===== src/rtl/fbd_pkg.sv =====
package fbd_pkg;

   typedef enum logic [1:0] {
      FUNC_READ  = 2'd0,
      FUNC_WRITE = 2'd1,
      FUNC_TICK  = 2'd2,
      FUNC_NONE  = 2'd3
   } func_type;

   typedef enum logic [3:0] {
      TGT_RAM   = 4'd0,
      TGT_BOOT  = 4'd1,
      TGT_VIA1  = 4'd2,
      TGT_VIA2  = 4'd3,
      TGT_VID   = 4'd4,
      TGT_SND   = 4'd5,
      TGT_VID2  = 4'd6,
      TGT_SD    = 4'd7,
      TGT_LOCAL = 4'd8,
      TGT_NONE  = 4'd9
   } target_type;

   // Where the read data of an access comes from.
   typedef enum logic [1:0] {
      SRC_EXT    = 2'd0,
      SRC_SYSCTL = 2'd1,
      SRC_TIMER  = 2'd2,
      SRC_OPEN   = 2'd3
   } rsrc_type;

   // Configuration register indexes.
   localparam logic CSR_FW_FIRST_BANK = 1'b0;
   localparam logic CSR_CYCLES_PER_MS = 1'b1;

   localparam logic [7:0]  FW_FIRST_BANK_RESET = 8'd240;
   localparam logic [15:0] CYCLES_PER_MS_RESET = 16'd8000;

   // Bank zero address map.
   localparam logic [15:0] IO_BASE     = 16'h9F00;
   localparam logic [15:0] VIA2_BASE   = 16'h9F10;
   localparam logic [15:0] VID_BASE    = 16'h9F20;
   localparam logic [15:0] SND_BASE    = 16'h9F40;
   localparam logic [15:0] SND_END     = 16'h9F50;
   localparam logic [15:0] VID2_BASE   = 16'h9F60;
   localparam logic [15:0] VID2_END    = 16'h9F70;
   localparam logic [15:0] SYSCTL_ADDR = 16'h9F80;
   localparam logic [15:0] SD_END      = 16'h9F90;
   localparam logic [15:0] TIMER_END   = 16'h9F94;
   localparam logic [15:0] IO_END      = 16'hA000;
   localparam logic [15:0] BOOT_BASE   = 16'hFF00;

   typedef struct packed {
      func_type    func;
      logic [7:0]  bank;
      logic [15:0] offset;
      logic [7:0]  wdata;
      logic [7:0]  ext_rdata;
      logic        debug_peek;
      logic        emu_mode;
      logic [7:0]  clocks;
   } req_type;

   typedef struct packed {
      target_type  target;
      logic [23:0] addr;
      logic        strobe;
      rsrc_type    rsrc;
      logic        snd_addr_wr;
      logic        sysctl_wr;
   } dec_type;

endpackage


===== src/rtl/fbd_decode.sv =====
module fbd_decode (
   input  logic             is_write,
   input  logic [7:0]       bank,
   input  logic [15:0]      offset,
   input  logic [7:0]       fw_first_bank,
   input  logic             overlay_on,
   output fbd_pkg::dec_type dec
);
   import fbd_pkg::*;

   always_comb begin
      dec = '{target: TGT_NONE, addr: 24'd0, strobe: 1'b0, rsrc: SRC_OPEN,
              snd_addr_wr: 1'b0, sysctl_wr: 1'b0};
      if (bank != 8'd0) begin
         // Stores into the firmware banks are dropped; reads always go to RAM.
         if (!is_write || (bank < fw_first_bank)) begin
            dec.target = TGT_RAM;
            dec.addr   = {bank, offset};
            dec.strobe = is_write;
            dec.rsrc   = SRC_EXT;
         end
      end else if (offset < IO_BASE) begin
         dec.target = TGT_RAM;
         dec.addr   = {8'd0, offset};
         dec.strobe = is_write;
         dec.rsrc   = SRC_EXT;
      end else if (offset >= IO_END) begin
         if (!is_write && overlay_on && (offset >= BOOT_BASE)) begin
            dec.target = TGT_BOOT;
            dec.addr   = {16'd0, offset[7:0]};
         end else begin
            dec.target = TGT_RAM;
            dec.addr   = {8'd0, offset};
            dec.strobe = is_write;
         end
         dec.rsrc = SRC_EXT;
      end else begin
         priority if (offset < VIA2_BASE) begin
            dec.target = TGT_VIA1;
            dec.addr   = {20'd0, offset[3:0]};
            dec.strobe = is_write;
            dec.rsrc   = SRC_EXT;
         end else if (offset < VID_BASE) begin
            dec.target = TGT_VIA2;
            dec.addr   = {20'd0, offset[3:0]};
            dec.strobe = is_write;
            dec.rsrc   = SRC_EXT;
         end else if (offset < SND_BASE) begin
            dec.target = TGT_VID;
            dec.addr   = {19'd0, offset[4:0]};
            dec.strobe = is_write;
            dec.rsrc   = SRC_EXT;
         end else if (offset < SND_END) begin
            // Even offset is the register address latch, odd is data.
            dec.target      = TGT_SND;
            dec.addr        = {23'd0, offset[0]};
            dec.strobe      = is_write && offset[0];
            dec.snd_addr_wr = is_write && !offset[0];
            dec.rsrc        = SRC_EXT;
         end else if ((offset >= VID2_BASE) && (offset < VID2_END)) begin
            dec.target = TGT_VID2;
            dec.addr   = {20'd0, offset[3:0]};
            dec.strobe = is_write;
            dec.rsrc   = SRC_EXT;
         end else if (offset == SYSCTL_ADDR) begin
            dec.target    = TGT_LOCAL;
            dec.sysctl_wr = is_write;
            dec.rsrc      = SRC_SYSCTL;
         end else if ((offset > SYSCTL_ADDR) && (offset < SD_END)) begin
            dec.target = TGT_SD;
            dec.addr   = {20'd0, offset[3:0]};
            dec.strobe = is_write;
            dec.rsrc   = SRC_EXT;
         end else if ((offset >= SD_END) && (offset < TIMER_END) && !is_write) begin
            // Timer writes are discarded and fall through to no target.
            dec.target = TGT_LOCAL;
            dec.rsrc   = SRC_TIMER;
         end else begin
            dec.target = TGT_NONE;
         end
      end
   end

endmodule


===== src/rtl/fbd_local.sv =====
module fbd_local (
   input  logic             clock,
   input  logic             reset,
   input  logic             fire,
   input  fbd_pkg::req_type req,
   input  fbd_pkg::dec_type dec,
   input  logic [15:0]      cycles_per_ms,
   output logic             overlay_on,
   output logic [7:0]       rdata,
   output logic [7:0]       sound_reg_addr
);
   import fbd_pkg::*;

   logic        overlay_ff, overlay_in;
   logic [7:0]  open_bus_ff, open_bus_in;
   logic [31:0] ms_count_ff, ms_count_in;
   logic [15:0] accum_ff, accum_in;
   logic [23:0] ms_latch_ff, ms_latch_in;
   logic [7:0]  snd_latch_ff, snd_latch_in;
   logic [16:0] tick_sum;
   logic [16:0] tick_adj;
   logic [7:0]  read_byte;
   logic [7:0]  timer_byte;
   logic        is_read;

   assign is_read = (req.func == FUNC_READ);

   always_comb begin
      unique case (req.offset[1:0])
         2'd0: timer_byte = ms_count_ff[7:0];
         2'd1: timer_byte = ms_latch_ff[7:0];
         2'd2: timer_byte = ms_latch_ff[15:8];
         2'd3: timer_byte = ms_latch_ff[23:16];
         default: timer_byte = ms_count_ff[7:0];
      endcase
      unique case (dec.rsrc)
         SRC_EXT:    read_byte = req.ext_rdata;
         SRC_SYSCTL: read_byte = {6'd0, req.emu_mode, overlay_ff};
         SRC_TIMER:  read_byte = timer_byte;
         SRC_OPEN:   read_byte = open_bus_ff;
         default:    read_byte = open_bus_ff;
      endcase
   end

   assign tick_sum = {1'b0, accum_ff} + {9'd0, req.clocks};
   assign tick_adj = (tick_sum >= {1'b0, cycles_per_ms}) ?
                     (tick_sum - {1'b0, cycles_per_ms}) : tick_sum;

   always_comb begin
      overlay_in   = overlay_ff;
      open_bus_in  = open_bus_ff;
      ms_count_in  = ms_count_ff;
      accum_in     = accum_ff;
      ms_latch_in  = ms_latch_ff;
      snd_latch_in = snd_latch_ff;
      if (fire) begin
         unique case (req.func)
            FUNC_READ: begin
               if (!req.debug_peek) begin
                  open_bus_in = read_byte;
                  if ((dec.rsrc == SRC_TIMER) && (req.offset[1:0] == 2'd0)) begin
                     ms_latch_in = ms_count_ff[31:8];
                  end
               end
            end
            FUNC_WRITE: begin
               open_bus_in = req.wdata;
               if (dec.sysctl_wr) begin
                  overlay_in = req.wdata[0];
               end
               if (dec.snd_addr_wr) begin
                  snd_latch_in = req.wdata;
               end
            end
            FUNC_TICK: begin
               accum_in = tick_adj[15:0];
               if (tick_sum >= {1'b0, cycles_per_ms}) begin
                  ms_count_in = ms_count_ff + 32'd1;
               end
            end
            FUNC_NONE: begin
            end
            default: begin
            end
         endcase
      end
   end

   always_ff @(posedge clock) begin
      if (reset) begin
         overlay_ff   <= 1'b1;
         open_bus_ff  <= 8'd0;
         ms_count_ff  <= 32'd0;
         accum_ff     <= 16'd0;
         ms_latch_ff  <= 24'd0;
         snd_latch_ff <= 8'd0;
      end else begin
         overlay_ff   <= overlay_in;
         open_bus_ff  <= open_bus_in;
         ms_count_ff  <= ms_count_in;
         accum_ff     <= accum_in;
         ms_latch_ff  <= ms_latch_in;
         snd_latch_ff <= snd_latch_in;
      end
   end

   assign overlay_on     = overlay_ff;
   assign rdata          = is_read ? read_byte : 8'd0;
   assign sound_reg_addr = snd_latch_in;

endmodule


===== src/rtl/flat_bus_decoder_with_boot_overlay_core.sv =====
// Each accepted request item is registered in the input register, then in the result register,
// which drives its response item. Throughput: one item per cycle while rsp_stall does not hold
// the output; the decode, read select and timer add all settle between the two registers.
// Reset is synchronous and active high: the pipeline empties, the boot overlay
// turns on, the timer, open-bus byte and sound latch clear, and the
// configuration registers return to their defaults.
module flat_bus_decoder_with_boot_overlay_core (
   input  logic        clock,
   input  logic        reset,

   // Configuration write port.
   input  logic        csr_write,
   input  logic        csr_index,
   input  logic [15:0] csr_wdata,

   // Request channel.
   input  logic        req_valid,
   output logic        req_stall,
   input  logic [1:0]  req_func,
   input  logic [7:0]  req_bank,
   input  logic [15:0] req_offset,
   input  logic [7:0]  req_wdata,
   input  logic [7:0]  req_ext_rdata,
   input  logic        req_debug_peek,
   input  logic        req_emu_mode,
   input  logic [7:0]  req_clocks,

   // Response channel.
   output logic        rsp_valid,
   input  logic        rsp_stall,
   output logic [3:0]  rsp_target,
   output logic [23:0] rsp_target_addr,
   output logic [7:0]  rsp_rdata,
   output logic        rsp_write_strobe,
   output logic [7:0]  rsp_wdata_out,
   output logic [7:0]  rsp_sound_reg_addr
);
   import fbd_pkg::*;

   // Configuration registers.
   logic [7:0]  fw_first_bank_ff;
   logic [15:0] cycles_per_ms_ff;

   // Input stage.
   logic        s1_valid_ff, s1_valid_in;
   req_type     s1_req_ff;

   // Result stage.
   logic        rsp_valid_ff, rsp_valid_in;
   logic [3:0]  rsp_target_ff;
   logic [23:0] rsp_addr_ff;
   logic [7:0]  rsp_rdata_ff;
   logic        rsp_strobe_ff;
   logic [7:0]  rsp_wdata_ff;
   logic [7:0]  rsp_sound_ff;

   logic        out_free;
   logic        fire;
   logic        req_accept;
   logic        is_access;
   logic        overlay_on;
   logic [7:0]  local_rdata;
   logic [7:0]  local_sound;
   dec_type     dec;

   // The result register frees up when it is empty or is being taken this
   // cycle, so the input stage can move forward while a response drains.
   assign out_free   = !rsp_valid_ff || !rsp_stall;
   assign fire       = s1_valid_ff && out_free;
   assign req_stall  = s1_valid_ff && !out_free;
   assign req_accept = req_valid && !req_stall;

   assign s1_valid_in  = req_accept ? 1'b1 : (fire ? 1'b0 : s1_valid_ff);
   assign rsp_valid_in = fire ? 1'b1 : (rsp_valid_ff && rsp_stall);

   always_ff @(posedge clock) begin
      if (reset) begin
         fw_first_bank_ff <= FW_FIRST_BANK_RESET;
         cycles_per_ms_ff <= CYCLES_PER_MS_RESET;
         s1_valid_ff      <= 1'b0;
         rsp_valid_ff     <= 1'b0;
      end else begin
         if (csr_write) begin
            unique case (csr_index)
               CSR_FW_FIRST_BANK: fw_first_bank_ff <= csr_wdata[7:0];
               CSR_CYCLES_PER_MS: cycles_per_ms_ff <= csr_wdata;
               default: begin
               end
            endcase
         end
         s1_valid_ff  <= s1_valid_in;
         rsp_valid_ff <= rsp_valid_in;
      end
   end

   // Payload registers carry no reset.
   always_ff @(posedge clock) begin
      if (req_accept) begin
         s1_req_ff <= '{func: func_type'(req_func), bank: req_bank, offset: req_offset,
                        wdata: req_wdata, ext_rdata: req_ext_rdata,
                        debug_peek: req_debug_peek, emu_mode: req_emu_mode,
                        clocks: req_clocks};
      end
   end

   // Address decode for reads and writes; the write flavor applies the
   // firmware protection and keeps the overlay from catching stores.
   fbd_decode u_decode (
      .is_write      (s1_req_ff.func == FUNC_WRITE),
      .bank          (s1_req_ff.bank),
      .offset        (s1_req_ff.offset),
      .fw_first_bank (fw_first_bank_ff),
      .overlay_on    (overlay_on),
      .dec           (dec)
   );

   // Local registers: system control, open bus, timer and sound latch. They
   // update only when the item leaves the input stage, so items see state in
   // arrival order.
   fbd_local u_local (
      .clock          (clock),
      .reset          (reset),
      .fire           (fire),
      .req            (s1_req_ff),
      .dec            (dec),
      .cycles_per_ms  (cycles_per_ms_ff),
      .overlay_on     (overlay_on),
      .rdata          (local_rdata),
      .sound_reg_addr (local_sound)
   );

   // Ticks and the unused function code report no target and zero fields but the sound latch.
   assign is_access = (s1_req_ff.func == FUNC_READ) || (s1_req_ff.func == FUNC_WRITE);

   always_ff @(posedge clock) begin
      if (fire) begin
         rsp_target_ff <= is_access ? dec.target : TGT_NONE;
         rsp_addr_ff   <= is_access ? dec.addr : 24'd0;
         rsp_rdata_ff  <= local_rdata;
         rsp_strobe_ff <= (s1_req_ff.func == FUNC_WRITE) && dec.strobe;
         rsp_wdata_ff  <= (s1_req_ff.func == FUNC_WRITE) ? s1_req_ff.wdata : 8'd0;
         rsp_sound_ff  <= local_sound;
      end
   end

   assign rsp_valid          = rsp_valid_ff;
   assign rsp_target         = rsp_target_ff;
   assign rsp_target_addr    = rsp_addr_ff;
   assign rsp_rdata          = rsp_rdata_ff;
   assign rsp_write_strobe   = rsp_strobe_ff;
   assign rsp_wdata_out      = rsp_wdata_ff;
   assign rsp_sound_reg_addr = rsp_sound_ff;

endmodule


===== config.mk =====
export PLATFORM = sky130hd
export DESIGN_NAME = flat_bus_decoder_with_boot_overlay_core
export DESIGN_NICKNAME = d
export VERILOG_FILES = /design/src/rtl/fbd_pkg.sv /design/src/rtl/fbd_decode.sv /design/src/rtl/fbd_local.sv /design/src/rtl/flat_bus_decoder_with_boot_overlay_core.sv
export SDC_FILE = /design/constraint.sdc
export NUM_CORES = 1
export LEC_CHECK = 0
export ABC_CLOCK_PERIOD_IN_PS = 20200
export BUFFER_PORTS_ARGS = -buffer_cell sky130_fd_sc_hd__buf_2
export CORE_UTILIZATION = 30
export CTS_BUF_LIST = sky130_fd_sc_hd__clkbuf_4 sky130_fd_sc_hd__clkbuf_8
export CTS_CLUSTER_SIZE = 8
export DETAILED_ROUTE_END_ITERATION = 6
export PLACE_DENSITY = 0.5
export REMOVE_ABC_BUFFERS = 1
export SLEW_MARGIN = 40
export SYNTH_ARGS = -nofsm -noshare
export SYNTH_HDL_FRONTEND = slang
export SYNTH_HIERARCHICAL = 1
export SYNTH_SLANG_ARGS = --single-unit

===== constraint.sdc =====
create_clock -name clock -period 20.2 [get_ports clock]
set_input_delay 6.06 -clock clock [delete_from_list [all_inputs] [get_ports clock]]
set_output_delay 6.06 -clock clock [all_outputs]
set_load 0.1 [all_outputs]

==> metrics.txt <==
I/O pin count 129; metal2 WL 11630 um; clock sinks 220; Post-Syn Area approximately 11000 sq um; Ys Warns 6; Critical Path RT ~14 ns; Total GRT Usage 13.96%; most numerous cell in the Yosys netlist dfxtp_1; setup ws final roughly 7.3 ns; M1 WL 12360 um; Max Cap Viol 0; worst relative slew slack just under 50%; Area growth syn-to-layout 17.49%; CTS tree built; largest area contributor in the netlist edfxtp_1; post-synth top area share 29.04%; endpoint arrival time on the critical path 6.86 ns; Die H 192.3 um; Max Used Layer met5; initial antenna violation count 3; Die W slightly below 200 um; fmax roughly 77 MHz; worst ir drop on vdd approximately 34 uV; register area 5455 sq um; cell family with most CP delay buffers and inverters; Netlist cell types 84; Syn Inst Count a little over 1000; H-tree levels 2; most used cell, CP buf_2; drc violations 0; total CTS buffers 39; Final ANT Viol Nets 0; reg2reg setup slack 15.17 ns; Worst-path clk slew about 0.050 ns; Post-synth EDFFs about 110; top post-synthesis cells by area edfxtp_1, dfxtp_1, ha_1; CP Max Fanout 3; Port Buf Inserts 128; Post-synth top cells dfxtp_1, edfxtp_1, nor2_1; FP Rows between 60 and 70; RSZ-0062 raised after global routing false; total grt overflow 0; largest net degree at the start of global routing roughly 90; DR pass1 iterations 4; Hold Violations, Final 0; register bit total from synthesis 220; DR WL met3 1260 um; Worst-Skew Late Latency approximately 0.53 ns; critical path class primary input to output port; Post-CTS Resized 0; XOR/XNOR share of the synthesized area under 10%; layout cells sized above 1 between 20% and 30%; pre-CTS WS 7.290 ns; Tcrit/Tclk final approximately 64%; HPWL Detailed 18130 um; CP bufs+invs 3; Via Count 7999; P per Cell Area approximately 84 nW/um^2; CORE AREA approximately 36000 sq um; Worst path slowest cell buf_2; P_leak 0.005131 uW; drt first-iter violations 460; CP Capture Type output port; post-synthesis mux area share ~6.5%; final wirelength roughly 26000 um; CTS Root Cell clkbuf_8; Post-Synth Adder-Cell Area under 10%; nets@finish 1273; global-route wire length before repair about 40000 um; buffer count from post-CTS setup fixing 0; worst-margin pin slew ~0.76 ns; fillers ~3600; crit path time final 12.92 ns; CTS Buffer Depth 3; fin. max-slew vios 0; critical-path cell list buf_2 -> nand3_1 -> inv_1 -> buf_2; Routability Congestion 0.8247; Die Area 36960 sq um; Worst path max stage delay 0.44 ns; vias in the first global route between 7000 and 8000; # setup viols final 0; post-synthesis simple-gate area fraction about a fifth; Startpoint Class primary input; status completed; Synth Area in Compound Gates around 14%; Avg Inst Size Synth approximately 10 sq um; Initial Util between 30 and 40%; Via-to-Cell Ratio ~4.8; wire per inst about 16 um; Setup TNS 0 ns; Hold Path Class flip-flop to flip-flop; area of the multi-input gates between 5000 and 6000 sq um; # hold bufs at CTS 0; Final Util 35.87%; main combinational cell family by area after synthesis simple AND/OR/NAND/NOR gates; fraction of registers with async set/reset 0%; sequential share of the synthesized area around half; Setup Skew slightly below 0.02 ns; top_reg_cell synth dfxtp_1
[worst reg2reg max path: cells and delay by family, from the launching register on]
kind / cells / cell delay (ns)
compound gates: 8 / 1.99
xor+xnor: 1 / 0.17
fa+ha+maj: 3 / 1.06
flops: 1 / 0.37
buf+inv: 1 / 0.25
simple gates: 4 / 1.09
[per-layer routing]
metal / vias to the layer above / GRT usage, %
li1: 4031 / -
met1: 3753 / 18.66
met2: 166 / 22.19
met3: 47 / 2.928
met4: 2 / 4.967
met5: - / 0
[placed cells by master (no fill, tap or decap), types with 32 or more instances in the layout]
cell type    n
ha_1        32
mux2i_1     39
nand2_1     58
nor2_1     103
dfxtp_1    115
o21ai_0     43
nor2b_1     52
inv_1       39
edfxtp_1   105
buf_2      127
a21oi_1     75
clkbuf_8    45
[state kept, by name (all words and copies together), names as in the netlist, 16 cells and up]
signal and count:
rsp_target_addr 24, s1_req_ff 52, u_local/ms_count_ff 32, cycles_per_ms_ff 16
u_local/ms_latch_ff 24, u_local/accum_ff 16
[cell type report]
cell class              instances  share of cell area (%)
flip-flops and latches        220                   42.76
well taps                     461                   4.521
multi-input cells             728                   39.46
clock buffers                  61                   5.796
diodes                          3                 0.05884
repair buffers                137                   5.600
clock inverters                11                  0.6571
inverters                      39                   1.147
[logic make-up after synthesis]
kind of cell / after synthesis
fa+ha+maj: 34
xor+xnor: 36
buf+inv: 91
mux: 57
flops: 220
compound gates: 223
simple gates: 378
[power breakdown]
part | internal [uW] | leakage, uW | switching [uW]
registers | 486 | 0.00193 | 9.32
logic | 45.2 | 0.00276 | 105
clock network | 247 | 0.000443 | 184
[final timing paths]
check / from / to / cells past startpoint
setup / recovery: rsp_stall / req_stall / 4
hold / removal: cycles_per_ms_ff[11] / cycles_per_ms_ff[11] / 1
setup reg to reg: s1_req_ff[0] / u_local/accum_ff[13] / 17
hold reg to reg: cycles_per_ms_ff[11] / cycles_per_ms_ff[11] / 1
[metrics by stage]
| stage | power, uW | area, sq um | instances | hold WS [ns] |
|---|---|---|---|---|
| 6_report | 1075 | 12760 | 1660 | 0.4569 |
| 5_1_grt | 1128 | 12760 | 1659 | 0.4706 |
| 4_1_cts | 1093 | 12740 | 1657 | 0.4593 |
| 3_5_place_dp | 655.1 | 11920 | 1585 | 0.4493 |
| 3_3_place_gp | 653.8 | 11900 | 1585 | 0.4448 |
| 2_1_floorplan | 612.1 | 10590 | 987 | 0.4295 |
No activity file was read; power rests on OpenSTA's default activity.
